### src/sv/windowed_weighted_centroid_defines.svh
// Assertion helpers for the file that checks this block.
`ifndef WINDOWED_WEIGHTED_CENTROID_DEFINES_SVH
`define WINDOWED_WEIGHTED_CENTROID_DEFINES_SVH

// Consequent must hold in the same cycle as the antecedent.
`define WWC_ASSERT_NOW(lbl, ante, cons, msg) \
  lbl: assert property (@(posedge clk) disable iff (!rst_n) (ante) |-> (cons)) \
    else $error(msg);

// Consequent must hold in the cycle after the antecedent.
`define WWC_ASSERT_NEXT(lbl, ante, cons, msg) \
  lbl: assert property (@(posedge clk) disable iff (!rst_n) (ante) |=> (cons)) \
    else $error(msg);

`endif

### src/sv/wwc_pkg.sv
package wwc_pkg;

  localparam int POS_W     = 16;
  localparam int FIELD_W   = 16;
  localparam int MEAN_W    = 16;
  localparam int STS_W     = 2;
  localparam int CFG_W     = 16;
  localparam int CFG_IDX_W = 1;
  localparam int MOM_W     = 64;
  localparam int WGT_W     = 48;
  localparam int DIV_CNT_W = $clog2(MOM_W);

  localparam logic [CFG_IDX_W-1:0] CFG_WIN_LO = 1'b0;
  localparam logic [CFG_IDX_W-1:0] CFG_WIN_HI = 1'b1;

  localparam logic signed [POS_W-1:0] WIN_LO_RST = 16'sh8000;
  localparam logic signed [POS_W-1:0] WIN_HI_RST = 16'sh7FFF;

  localparam logic [STS_W-1:0] STS_OK   = 2'd0;
  localparam logic [STS_W-1:0] STS_ZERO = 2'd1;
  localparam logic [STS_W-1:0] STS_SAT  = 2'd2;

  localparam logic [MOM_W-1:0]  POS_MAX_MAG = 64'd32767;
  localparam logic [MOM_W-1:0]  NEG_MAX_MAG = 64'd32768;
  localparam logic [MEAN_W-1:0] MEAN_MAX    = 16'h7FFF;
  localparam logic [MEAN_W-1:0] MEAN_MIN    = 16'h8000;

  typedef struct packed {
    logic capture;
    logic accumulate;
    logic prep;
    logic div_start;
    logic finish;
  } wwc_cmd_t;

  typedef struct packed {
    logic last;
    logic zero_w;
    logic div_done;
    logic out_free;
  } wwc_sts_t;

endpackage

### src/sv/wwc_if.sv
interface wwc_in_if;
  logic                                  valid;
  logic                                  ready;
  logic signed [wwc_pkg::POS_W-1:0]      position;
  logic signed [wwc_pkg::FIELD_W-1:0]    field;
  logic                                  last_point;

  modport source(output valid, position, field, last_point, input ready);
  modport sink(input valid, position, field, last_point, output ready);
endinterface

interface wwc_out_if;
  logic                                  valid;
  logic                                  ready;
  logic signed [wwc_pkg::MEAN_W-1:0]     mean_position;
  logic        [wwc_pkg::STS_W-1:0]      status;

  modport source(output valid, mean_position, status, input ready);
  modport sink(input valid, mean_position, status, output ready);
endinterface

### src/sv/windowed_weighted_centroid.sv
// Each request is captured (products), then multiply-accumulated; no new request is
// accepted in between. A request with last_point set adds the sum hand-off and a
// bit-serial divide (skipped if the weight is 0) before the result is written out.
// The result sits in an output register while the next set is accepted.
// Reset (rst_n, synchronous, active low) clears sums, control and the output valid,
// and sets the window to its full open range.
`include "windowed_weighted_centroid_defines.svh"

module windowed_weighted_centroid #(
  parameter int SAMPLE_BITS = 16
) (
  input  logic                              clk,
  input  logic                              rst_n,
  wwc_in_if.sink                            in_chan,
  wwc_out_if.source                         out_chan,
  input  logic                              cfg_wr_en,
  input  logic [wwc_pkg::CFG_IDX_W-1:0]     cfg_index,
  input  logic [wwc_pkg::CFG_W-1:0]         cfg_wdata
);

  wwc_pkg::wwc_cmd_t cmd;
  wwc_pkg::wwc_sts_t sts;

  wwc_ctrl u_ctrl (
    .clk      (clk),
    .rst_n    (rst_n),
    .in_valid (in_chan.valid),
    .in_ready (in_chan.ready),
    .sts      (sts),
    .cmd      (cmd)
  );

  wwc_dp #(
    .SAMPLE_BITS (SAMPLE_BITS)
  ) u_dp (
    .clk               (clk),
    .rst_n             (rst_n),
    .cmd               (cmd),
    .sts               (sts),
    .in_position       (in_chan.position),
    .in_field          (in_chan.field),
    .in_last_point     (in_chan.last_point),
    .cfg_wr_en         (cfg_wr_en),
    .cfg_index         (cfg_index),
    .cfg_wdata         (cfg_wdata),
    .out_ready         (out_chan.ready),
    .out_valid         (out_chan.valid),
    .out_mean_position (out_chan.mean_position),
    .out_status        (out_chan.status)
  );

  `WWC_ASSERT_NEXT(a_busy_after_req, in_chan.valid && in_chan.ready, !in_chan.ready,
    "request accepted back to back")
  `WWC_ASSERT_NOW(a_cmd_excl, 1'b1,
    $onehot0({cmd.capture, cmd.accumulate, cmd.prep, cmd.finish}), "commands overlap")
  `WWC_ASSERT_NOW(a_zero_mean, out_chan.valid && out_chan.status == wwc_pkg::STS_ZERO,
    out_chan.mean_position == '0, "zero weight with nonzero mean")
  `WWC_ASSERT_NOW(a_sat_mean, out_chan.valid && out_chan.status == wwc_pkg::STS_SAT,
    out_chan.mean_position == wwc_pkg::MEAN_MAX || out_chan.mean_position == wwc_pkg::MEAN_MIN,
    "saturated mean off the rail")

endmodule

### src/sv/wwc_div.sv
module wwc_div (
  input  logic                        clk,
  input  logic                        rst_n,
  input  logic                        start,
  input  logic [wwc_pkg::MOM_W-1:0]   dividend,
  input  logic [wwc_pkg::WGT_W-1:0]   divisor,
  output logic [wwc_pkg::MOM_W-1:0]   quot,
  output logic                        done
);

  localparam int MW = wwc_pkg::MOM_W;
  localparam int WW = wwc_pkg::WGT_W;
  localparam int CW = wwc_pkg::DIV_CNT_W;

  logic [MW-1:0] dvd_r, dvd_nxt;
  logic [WW-1:0] dvs_r;
  logic [WW-1:0] rem_r, rem_nxt;
  logic [CW-1:0] cnt_r;
  logic          busy_r;
  logic          done_r;
  logic [WW:0]   trial;
  logic [WW+1:0] diff;
  logic          ge;

  // One quotient bit per cycle, restoring form.
  always_comb begin
    trial   = {rem_r, dvd_r[MW-1]};
    diff    = {1'b0, trial} - {2'b00, dvs_r};
    ge      = ~diff[WW+1];
    rem_nxt = ge ? diff[WW-1:0] : trial[WW-1:0];
    dvd_nxt = {dvd_r[MW-2:0], ge};
  end

  always_ff @(posedge clk) begin
    if (!rst_n) begin
      busy_r <= 1'b0;
      done_r <= 1'b0;
      cnt_r  <= '0;
    end else begin
      done_r <= 1'b0;
      if (start) begin
        busy_r <= 1'b1;
        cnt_r  <= '0;
      end else if (busy_r) begin
        cnt_r <= cnt_r + 1'b1;
        if (cnt_r == {CW{1'b1}}) begin
          busy_r <= 1'b0;
          done_r <= 1'b1;
        end
      end
    end
  end

  always_ff @(posedge clk) begin
    if (start) begin
      dvd_r <= dividend;
      dvs_r <= divisor;
      rem_r <= '0;
    end else if (busy_r) begin
      dvd_r <= dvd_nxt;
      rem_r <= rem_nxt;
    end
  end

  assign quot = dvd_r;
  assign done = done_r;

endmodule

### src/sv/wwc_dp.sv
module wwc_dp #(
  parameter int SAMPLE_BITS = 16
) (
  input  logic                                clk,
  input  logic                                rst_n,
  input  wwc_pkg::wwc_cmd_t                   cmd,
  output wwc_pkg::wwc_sts_t                   sts,
  input  logic signed [wwc_pkg::POS_W-1:0]    in_position,
  input  logic signed [wwc_pkg::FIELD_W-1:0]  in_field,
  input  logic                                in_last_point,
  input  logic                                cfg_wr_en,
  input  logic [wwc_pkg::CFG_IDX_W-1:0]       cfg_index,
  input  logic [wwc_pkg::CFG_W-1:0]           cfg_wdata,
  input  logic                                out_ready,
  output logic                                out_valid,
  output logic signed [wwc_pkg::MEAN_W-1:0]   out_mean_position,
  output logic [wwc_pkg::STS_W-1:0]           out_status
);

  localparam int SB  = SAMPLE_BITS;
  localparam int DW  = SB + 1;
  localparam int PW  = 2 * SB;
  localparam int SW  = 2 * SB + 1;
  localparam int MPW = 3 * SB + 2;
  localparam int WPW = 2 * SB + 2;
  localparam int MW  = wwc_pkg::MOM_W;
  localparam int WW  = wwc_pkg::WGT_W;
  localparam int XW  = wwc_pkg::POS_W;

  logic signed [XW-1:0]  win_lo_r, win_hi_r;
  logic signed [SB-1:0]  prev_x_r, prev_b_r;
  logic                  have_prev_r;
  logic signed [SB-1:0]  x1, b1;
  logic signed [PW-1:0]  p0_r, p1_r;
  logic signed [DW-1:0]  dx_r, bs_r;
  logic                  pair_ok_r, last_r;
  logic signed [SW-1:0]  msum;
  logic signed [MPW-1:0] mom;
  logic signed [WPW-1:0] wt;
  logic [MW-1:0]         moment_r;
  logic [WW-1:0]         weight_r;
  logic [MW-1:0]         mmag;
  logic [WW-1:0]         wmag;
  logic                  neg_r, zero_r;
  logic [MW-1:0]         quot;
  logic                  div_done;
  logic                  in_win;
  logic                  out_valid_r;
  logic [wwc_pkg::MEAN_W-1:0] out_mean_r, mean_nxt;
  logic [wwc_pkg::STS_W-1:0]  out_status_r, status_nxt;

  assign x1 = in_position[SB-1:0];
  assign b1 = in_field[SB-1:0];

  assign in_win = have_prev_r && (win_lo_r < XW'(prev_x_r)) && (XW'(prev_x_r) < win_hi_r);

  always_ff @(posedge clk) begin
    if (!rst_n) begin
      win_lo_r <= wwc_pkg::WIN_LO_RST;
      win_hi_r <= wwc_pkg::WIN_HI_RST;
    end else if (cfg_wr_en) begin
      unique case (cfg_index)
        wwc_pkg::CFG_WIN_LO: win_lo_r <= cfg_wdata;
        wwc_pkg::CFG_WIN_HI: win_hi_r <= cfg_wdata;
        default: ;
      endcase
    end
  end

  // First half of a request: per-point products, position difference and field sum.
  always_ff @(posedge clk) begin
    if (cmd.capture) begin
      p0_r      <= PW'(prev_x_r) * PW'(prev_b_r);
      p1_r      <= PW'(x1) * PW'(b1);
      dx_r      <= DW'(x1) - DW'(prev_x_r);
      bs_r      <= DW'(b1) + DW'(prev_b_r);
      pair_ok_r <= in_win;
      last_r    <= in_last_point;
      prev_x_r  <= x1;
      prev_b_r  <= b1;
    end
  end

  always_comb begin
    msum = SW'(p0_r) + SW'(p1_r);
    mom  = MPW'(dx_r) * MPW'(msum);
    wt   = WPW'(dx_r) * WPW'(bs_r);
    mmag = moment_r[MW-1] ? (~moment_r + 1'b1) : moment_r;
    wmag = weight_r[WW-1] ? (~weight_r + 1'b1) : weight_r;
  end

  always_ff @(posedge clk) begin
    if (!rst_n) begin
      have_prev_r <= 1'b0;
      moment_r    <= '0;
      weight_r    <= '0;
    end else if (cmd.prep) begin
      // Sums handed to the divider; start a fresh set.
      have_prev_r <= 1'b0;
      moment_r    <= '0;
      weight_r    <= '0;
    end else begin
      if (cmd.capture) begin
        have_prev_r <= 1'b1;
      end
      if (cmd.accumulate && pair_ok_r) begin
        moment_r <= moment_r + MW'(mom);
        weight_r <= weight_r + WW'(wt);
      end
    end
  end

  always_ff @(posedge clk) begin
    if (cmd.prep) begin
      neg_r  <= moment_r[MW-1] ^ weight_r[WW-1];
      zero_r <= (weight_r == '0);
    end
  end

  wwc_div u_div (
    .clk      (clk),
    .rst_n    (rst_n),
    .start    (cmd.div_start),
    .dividend (mmag),
    .divisor  (wmag),
    .quot     (quot),
    .done     (div_done)
  );

  // Saturate the signed quotient into the position range; zero weight gives mean 0.
  always_comb begin
    mean_nxt   = '0;
    status_nxt = wwc_pkg::STS_OK;
    priority if (zero_r) begin
      status_nxt = wwc_pkg::STS_ZERO;
    end else if (!neg_r) begin
      if (quot > wwc_pkg::POS_MAX_MAG) begin
        mean_nxt   = wwc_pkg::MEAN_MAX;
        status_nxt = wwc_pkg::STS_SAT;
      end else begin
        mean_nxt = quot[wwc_pkg::MEAN_W-1:0];
      end
    end else begin
      if (quot > wwc_pkg::NEG_MAX_MAG) begin
        mean_nxt   = wwc_pkg::MEAN_MIN;
        status_nxt = wwc_pkg::STS_SAT;
      end else begin
        mean_nxt = ~quot[wwc_pkg::MEAN_W-1:0] + 1'b1;
      end
    end
  end

  always_ff @(posedge clk) begin
    if (!rst_n) begin
      out_valid_r <= 1'b0;
    end else if (cmd.finish) begin
      out_valid_r <= 1'b1;
    end else if (out_ready) begin
      out_valid_r <= 1'b0;
    end
  end

  always_ff @(posedge clk) begin
    if (cmd.finish) begin
      out_mean_r   <= mean_nxt;
      out_status_r <= status_nxt;
    end
  end

  assign out_valid         = out_valid_r;
  assign out_mean_position = out_mean_r;
  assign out_status        = out_status_r;

  assign sts.last     = last_r;
  assign sts.zero_w   = (weight_r == '0);
  assign sts.div_done = div_done;
  assign sts.out_free = ~out_valid_r | out_ready;

endmodule

### src/sv/wwc_ctrl.sv
module wwc_ctrl (
  input  logic               clk,
  input  logic               rst_n,
  input  logic               in_valid,
  output logic               in_ready,
  input  wwc_pkg::wwc_sts_t  sts,
  output wwc_pkg::wwc_cmd_t  cmd
);

  localparam logic [2:0] S_IDLE = 3'd0;
  localparam logic [2:0] S_ACC  = 3'd1;
  localparam logic [2:0] S_PREP = 3'd2;
  localparam logic [2:0] S_DIV  = 3'd3;
  localparam logic [2:0] S_FIN  = 3'd4;

  logic [2:0] state_r, state_nxt;

  always_comb begin
    state_nxt      = state_r;
    cmd            = '0;
    in_ready       = 1'b0;
    unique case (state_r)
      S_IDLE: begin
        in_ready    = 1'b1;
        cmd.capture = in_valid;
        if (in_valid) state_nxt = S_ACC;
      end
      S_ACC: begin
        cmd.accumulate = 1'b1;
        state_nxt      = sts.last ? S_PREP : S_IDLE;
      end
      S_PREP: begin
        cmd.prep      = 1'b1;
        cmd.div_start = ~sts.zero_w;
        state_nxt     = sts.zero_w ? S_FIN : S_DIV;
      end
      S_DIV: begin
        if (sts.div_done) state_nxt = S_FIN;
      end
      S_FIN: begin
        // Hold until the output register can take the result.
        cmd.finish = sts.out_free;
        if (sts.out_free) state_nxt = S_IDLE;
      end
      default: state_nxt = S_IDLE;
    endcase
  end

  always_ff @(posedge clk) begin
    if (!rst_n) begin
      state_r <= S_IDLE;
    end else begin
      state_r <= state_nxt;
    end
  end

endmodule
### src/flat_wrapper.sv
// flat-port wrapper written by rule: the top's interface ports become plain ports
module windowed_weighted_centroid_flat 
#(
  parameter int SAMPLE_BITS = 16
)
  (clk, rst_n, cfg_wr_en, cfg_index, cfg_wdata, in_chan_valid, in_chan_position, in_chan_field, in_chan_last_point, in_chan_ready, out_chan_valid, out_chan_mean_position, out_chan_status, out_chan_ready);
  wwc_in_if in_chan_i ();
  wwc_out_if out_chan_i ();
  input  logic clk;
  input  logic rst_n;
  input  logic cfg_wr_en;
  input  logic [wwc_pkg::CFG_IDX_W-1:0] cfg_index;
  input  logic [wwc_pkg::CFG_W-1:0] cfg_wdata;
  input wire logic [$bits(in_chan_i.valid)-1:0] in_chan_valid;
  input wire logic [$bits(in_chan_i.position)-1:0] in_chan_position;
  input wire logic [$bits(in_chan_i.field)-1:0] in_chan_field;
  input wire logic [$bits(in_chan_i.last_point)-1:0] in_chan_last_point;
  output wire logic [$bits(in_chan_i.ready)-1:0] in_chan_ready;
  output wire logic [$bits(out_chan_i.valid)-1:0] out_chan_valid;
  output wire logic [$bits(out_chan_i.mean_position)-1:0] out_chan_mean_position;
  output wire logic [$bits(out_chan_i.status)-1:0] out_chan_status;
  input wire logic [$bits(out_chan_i.ready)-1:0] out_chan_ready;
  assign in_chan_i.valid = in_chan_valid;
  assign in_chan_i.position = in_chan_position;
  assign in_chan_i.field = in_chan_field;
  assign in_chan_i.last_point = in_chan_last_point;
  assign in_chan_ready = in_chan_i.ready;
  assign out_chan_valid = out_chan_i.valid;
  assign out_chan_mean_position = out_chan_i.mean_position;
  assign out_chan_status = out_chan_i.status;
  assign out_chan_i.ready = out_chan_ready;
  windowed_weighted_centroid #(.SAMPLE_BITS(SAMPLE_BITS)) u_core (.clk(clk), .rst_n(rst_n), .in_chan(in_chan_i), .out_chan(out_chan_i), .cfg_wr_en(cfg_wr_en), .cfg_index(cfg_index), .cfg_wdata(cfg_wdata));
endmodule
### config.mk
export PLATFORM = sky130hd
export DESIGN_NAME = windowed_weighted_centroid_flat
export DESIGN_NICKNAME = d
export VERILOG_FILES = /design/src/sv/wwc_pkg.sv /design/src/sv/wwc_if.sv /design/src/sv/windowed_weighted_centroid.sv /design/src/sv/wwc_div.sv /design/src/sv/wwc_dp.sv /design/src/sv/wwc_ctrl.sv /design/src/flat_wrapper.sv
export VERILOG_INCLUDE_DIRS = /design/src /design/src/sv
export SDC_FILE = /design/constraint.sdc
export NUM_CORES = 2
export LEC_CHECK = 0
export BUFFER_PORTS_ARGS = -buffer_cell sky130_fd_sc_hd__clkbuf_2
export CORE_ASPECT_RATIO = 2
export CORE_MARGIN = 4
export CORE_UTILIZATION = 50
export DETAILED_ROUTE_END_ITERATION = 6
export GPL_TIMING_DRIVEN = 1
export PLACE_DENSITY_LB_ADDON = 0.25
export SLEW_MARGIN = 20
export SYNTH_ARGS = -nofsm -noshare
export SYNTH_HDL_FRONTEND = slang
export SYNTH_SLANG_ARGS = --single-unit
### constraint.sdc
create_clock -name clk -period 14.3 [get_ports clk]
set_input_delay 0 -clock clk [delete_from_list [all_inputs] [get_ports clk]]
set_output_delay 0 -clock clk [all_outputs]
set_load 0.1 [all_outputs]
==> results.cfg <==
[timing]
fin_crit_sh_pct = 88.6
report.final.slew_viol_count = 0
finalWorstPathRequiredPeriod_ns = 12.67
clock_skew_ns = 0.0263
setup_viol = 0
finalHoldViolations = 0
max_freq_mhz = 78.9
tightest_slew_ns = 1.13
max_slew_margin_pct = 24.7
setup_tns_ns = 0
rsz0062_at_grt = no

[yosys]
async_flop_share_pct = 0
syn_area_um2 = 79600
synth-seq-area-share_pct = 15.1
synth_cells = 8793
syn_nets = 10800
synth_ff_type = edfxtp_1
ys.warnings.count = 0
synth-edff-count = 264
synth_area_leader_cell = fa_1
synth-seq-cells = 469
yosysTopAreaCellShare_pct = 34.3
syn_avg_cell_area_um2 = 9.05
synth_area_leaders = fa_1 (34%), edfxtp_1 (10%), ha_1 (9.8%)
yosysUniqueCellTypes = 82

[grt]
grt_use_total_pct = 29.4
grt_pass1_wl_mm = 377
grt-ovfl-total = 0
antenna_found_initial = 5
grt_pass1_vias = 67900
grt_max_degree = 115

[critical_path]
crit_slowest_cell = a2111oi_0
rrSetupSlack_ns = 1.63
worst_setup_path_end_kind = register
arrival_ns = 13.24
crit_type = reg -> reg
cpPeakStageDelay_ns = 0.82
path_common_cell = fa_1
r2r_end = u_core.u_dp.moment_r[63]$_SDFFE_PP0P_
required_ns = 14.87
crit_family = compound AO/OA/AOI/OAI gates
path_max_fanout = 17
crit_buf_inv = 5
startpoint_type = register
timing.rr.start = u_core.u_dp.p0_r[1]$_DFFE_PP_
r2r_cells = 46

[finish]
nFillCells = 14400
final_area_um2 = 84400
layout_commonest_cell = inv_1
final_cell_mix = inv_1 (1,518), fa_1 (1,362), nand2_1 (1,269), ha_1 (624), and2_1 (552)
fin_cells = 10900
area_growth_pct = 6.07
fin_nets = 10800
utilization_pct = 53.4
drive_gt1_share_pct = 3.85

[place]
dp.cells = 10700
port_buffers = 74
globalplace.congestion = 0.954
place_area_um2 = 82300
hpwl_mm = 198

[run]
maxCapViolCount = 0

[hold_path]
min_path_type = in -> reg
hp-start = in_chan_field[4]
hold_depth = 1
min_to = u_core.u_dp.prev_b_r[4]$_DFFE_PP_

[clock_tree]
post-cts-setup-buffers = 0
cts_num_sinks = 469
cts_resized = 0
postCtsHoldBufs = 46
clk_path_buf_depth = 3
cts_tree = built
clock_latency_ns = 0.67
root_buffer = clkbuf_16
cts_max_level = 2
cts.reportedPaths.clkPinSlew_ns = 0.07
cts_inserted_buffers = 49

[floorplanning]
rows = 206
dieHeight_um = 572
die_area_um2 = 166000
initial_core_util_pct = 50.4
num_io_pins = 75
coreArea_um2 = 158000
fp.dieW_um = 290

[detailed_routing]
wl_per_cell_um = 22.3
wl_mm = 242
ant_nets = 0
vias_per_cell = 5.67
drcViolationCount = 2
drtIter0Drc = 3307
drt-pass1-iter-count = 7
num_vias = 61600

[run_status]
outcome = finished with violations
violations = DRC
[registers in the layout (all words and copies together), names as in the netlist, 16 cells and up]
name / count
u_core.u_dp.win_hi_r: 16
u_core.u_dp.bs_r: 17
u_core.u_dp.moment_r: 64
u_core.u_dp.weight_r: 48
u_core.u_dp.p1_r: 32
u_core.u_dp.u_div.rem_r: 48
u_core.u_dp.prev_b_r: 16
u_core.u_dp.prev_x_r: 16
u_core.u_dp.dx_r: 17
u_core.u_dp.u_div.dvs_r: 48
u_core.u_dp.out_mean_position: 16
u_core.u_dp.p0_r: 32
u_core.u_dp.win_lo_r: 16
u_core.u_dp.u_div.quot: 64
[how the worst max path moves through the flow]
stage | endpoint | slack (ns) | cells after the start | startpoint
detailed placement | u_core.u_dp.moment_r[63]$_SDFFE_PP0P_ | 1.72 | 46 | u_core.u_dp.p0_r[1]$_DFFE_PP_
floorplan | u_core.u_dp.moment_r[63]$_SDFFE_PP0P_ | 3.09 | 40 | u_core.u_dp.p0_r[1]$_DFFE_PP_
global route | u_core.u_dp.moment_r[61]$_SDFFE_PP0P_ | 1.03 | 50 | u_core.u_dp.p0_r[1]$_DFFE_PP_
global placement | u_core.u_dp.moment_r[61]$_SDFFE_PP0P_ | 1.80 | 50 | u_core.u_dp.p0_r[1]$_DFFE_PP_
finish | u_core.u_dp.moment_r[63]$_SDFFE_PP0P_ | 1.63 | 46 | u_core.u_dp.p0_r[1]$_DFFE_PP_
CTS | u_core.u_dp.moment_r[63]$_SDFFE_PP0P_ | 1.71 | 46 | u_core.u_dp.p0_r[1]$_DFFE_PP_
[Yosys cell counts (all sizes together), types with 34 or more instances]
library cell	number
a21boi	40
inv	1520
o31ai	45
a211oi	60
xnor2	295
nand2b	99
o21bai	58
nor2	267
a21o	204
a31oi	43
a21oi	443
ha	624
and2	554
dfxtp	205
nand3	75
nand4	39
edfxtp	264
o211ai	34
nor2b	55
fa	1362
o21ai	291
nand2	1271
nor3	52
clkbuf	325
o21a	42
xor2	167
[cell families after synthesis]
kind of cell,synth area share [%]
XOR/XNOR,5.11
flip-flops,15.1
AO/OA/AOI/OAI,11.1
buffers and inverters,8.84
multiplexers,0.294
AND/OR/NAND/NOR,15.5
adder cells (fa/ha/maj),44.1
[metrics by stage]
stage	setup slack [ns]	hold WS [ns]
after detailed placement	1.72	0.239
after global routing	1.03	0.00614
after floorplan	3.09	0.0989
after global placement	1.80	0.230
after CTS	1.71	0.000730
final	1.63	0.0480
[worst register-to-register path, delay by kind of cell (launching register included)]
family	cells	cell delay (ns)
AOI/OAI and AO/OA	22	5.58
DFF	1	0.39
buffers and inverters	5	0.41
xor gates and xnor gates	3	0.39
adders and majority gates	9	4.05
and+or+nand+nor	7	1.74
[routing by layer]
layer	routed length, µm	vias up	global-route usage [%]
li1	-	27800	-
met1	73400	31000	26.2
met5	32	-	0
met4	26700	4	25.7
met3	9800	915	3.40
met2	132000	1852	57.5
[final cells by class]
type                            count  area (µm²)  area share, %
Multi-Input combinational cell   6453       60600           71.8
Sequential cell                   469       12000           14.3
Inverter                         1521        5710           6.76
Tap cell                         2080        2600           3.08
Timing Repair Buffer              239        1760           2.08
Clock buffer                       62        1360           1.61
Clock inverter                     29         322          0.381
Antenna cell                        4        10.0         0.0119
Power is left out: the tool's default activity adds up to more than one toggle a clock period on the data nets, which glitch-free logic cannot reach.
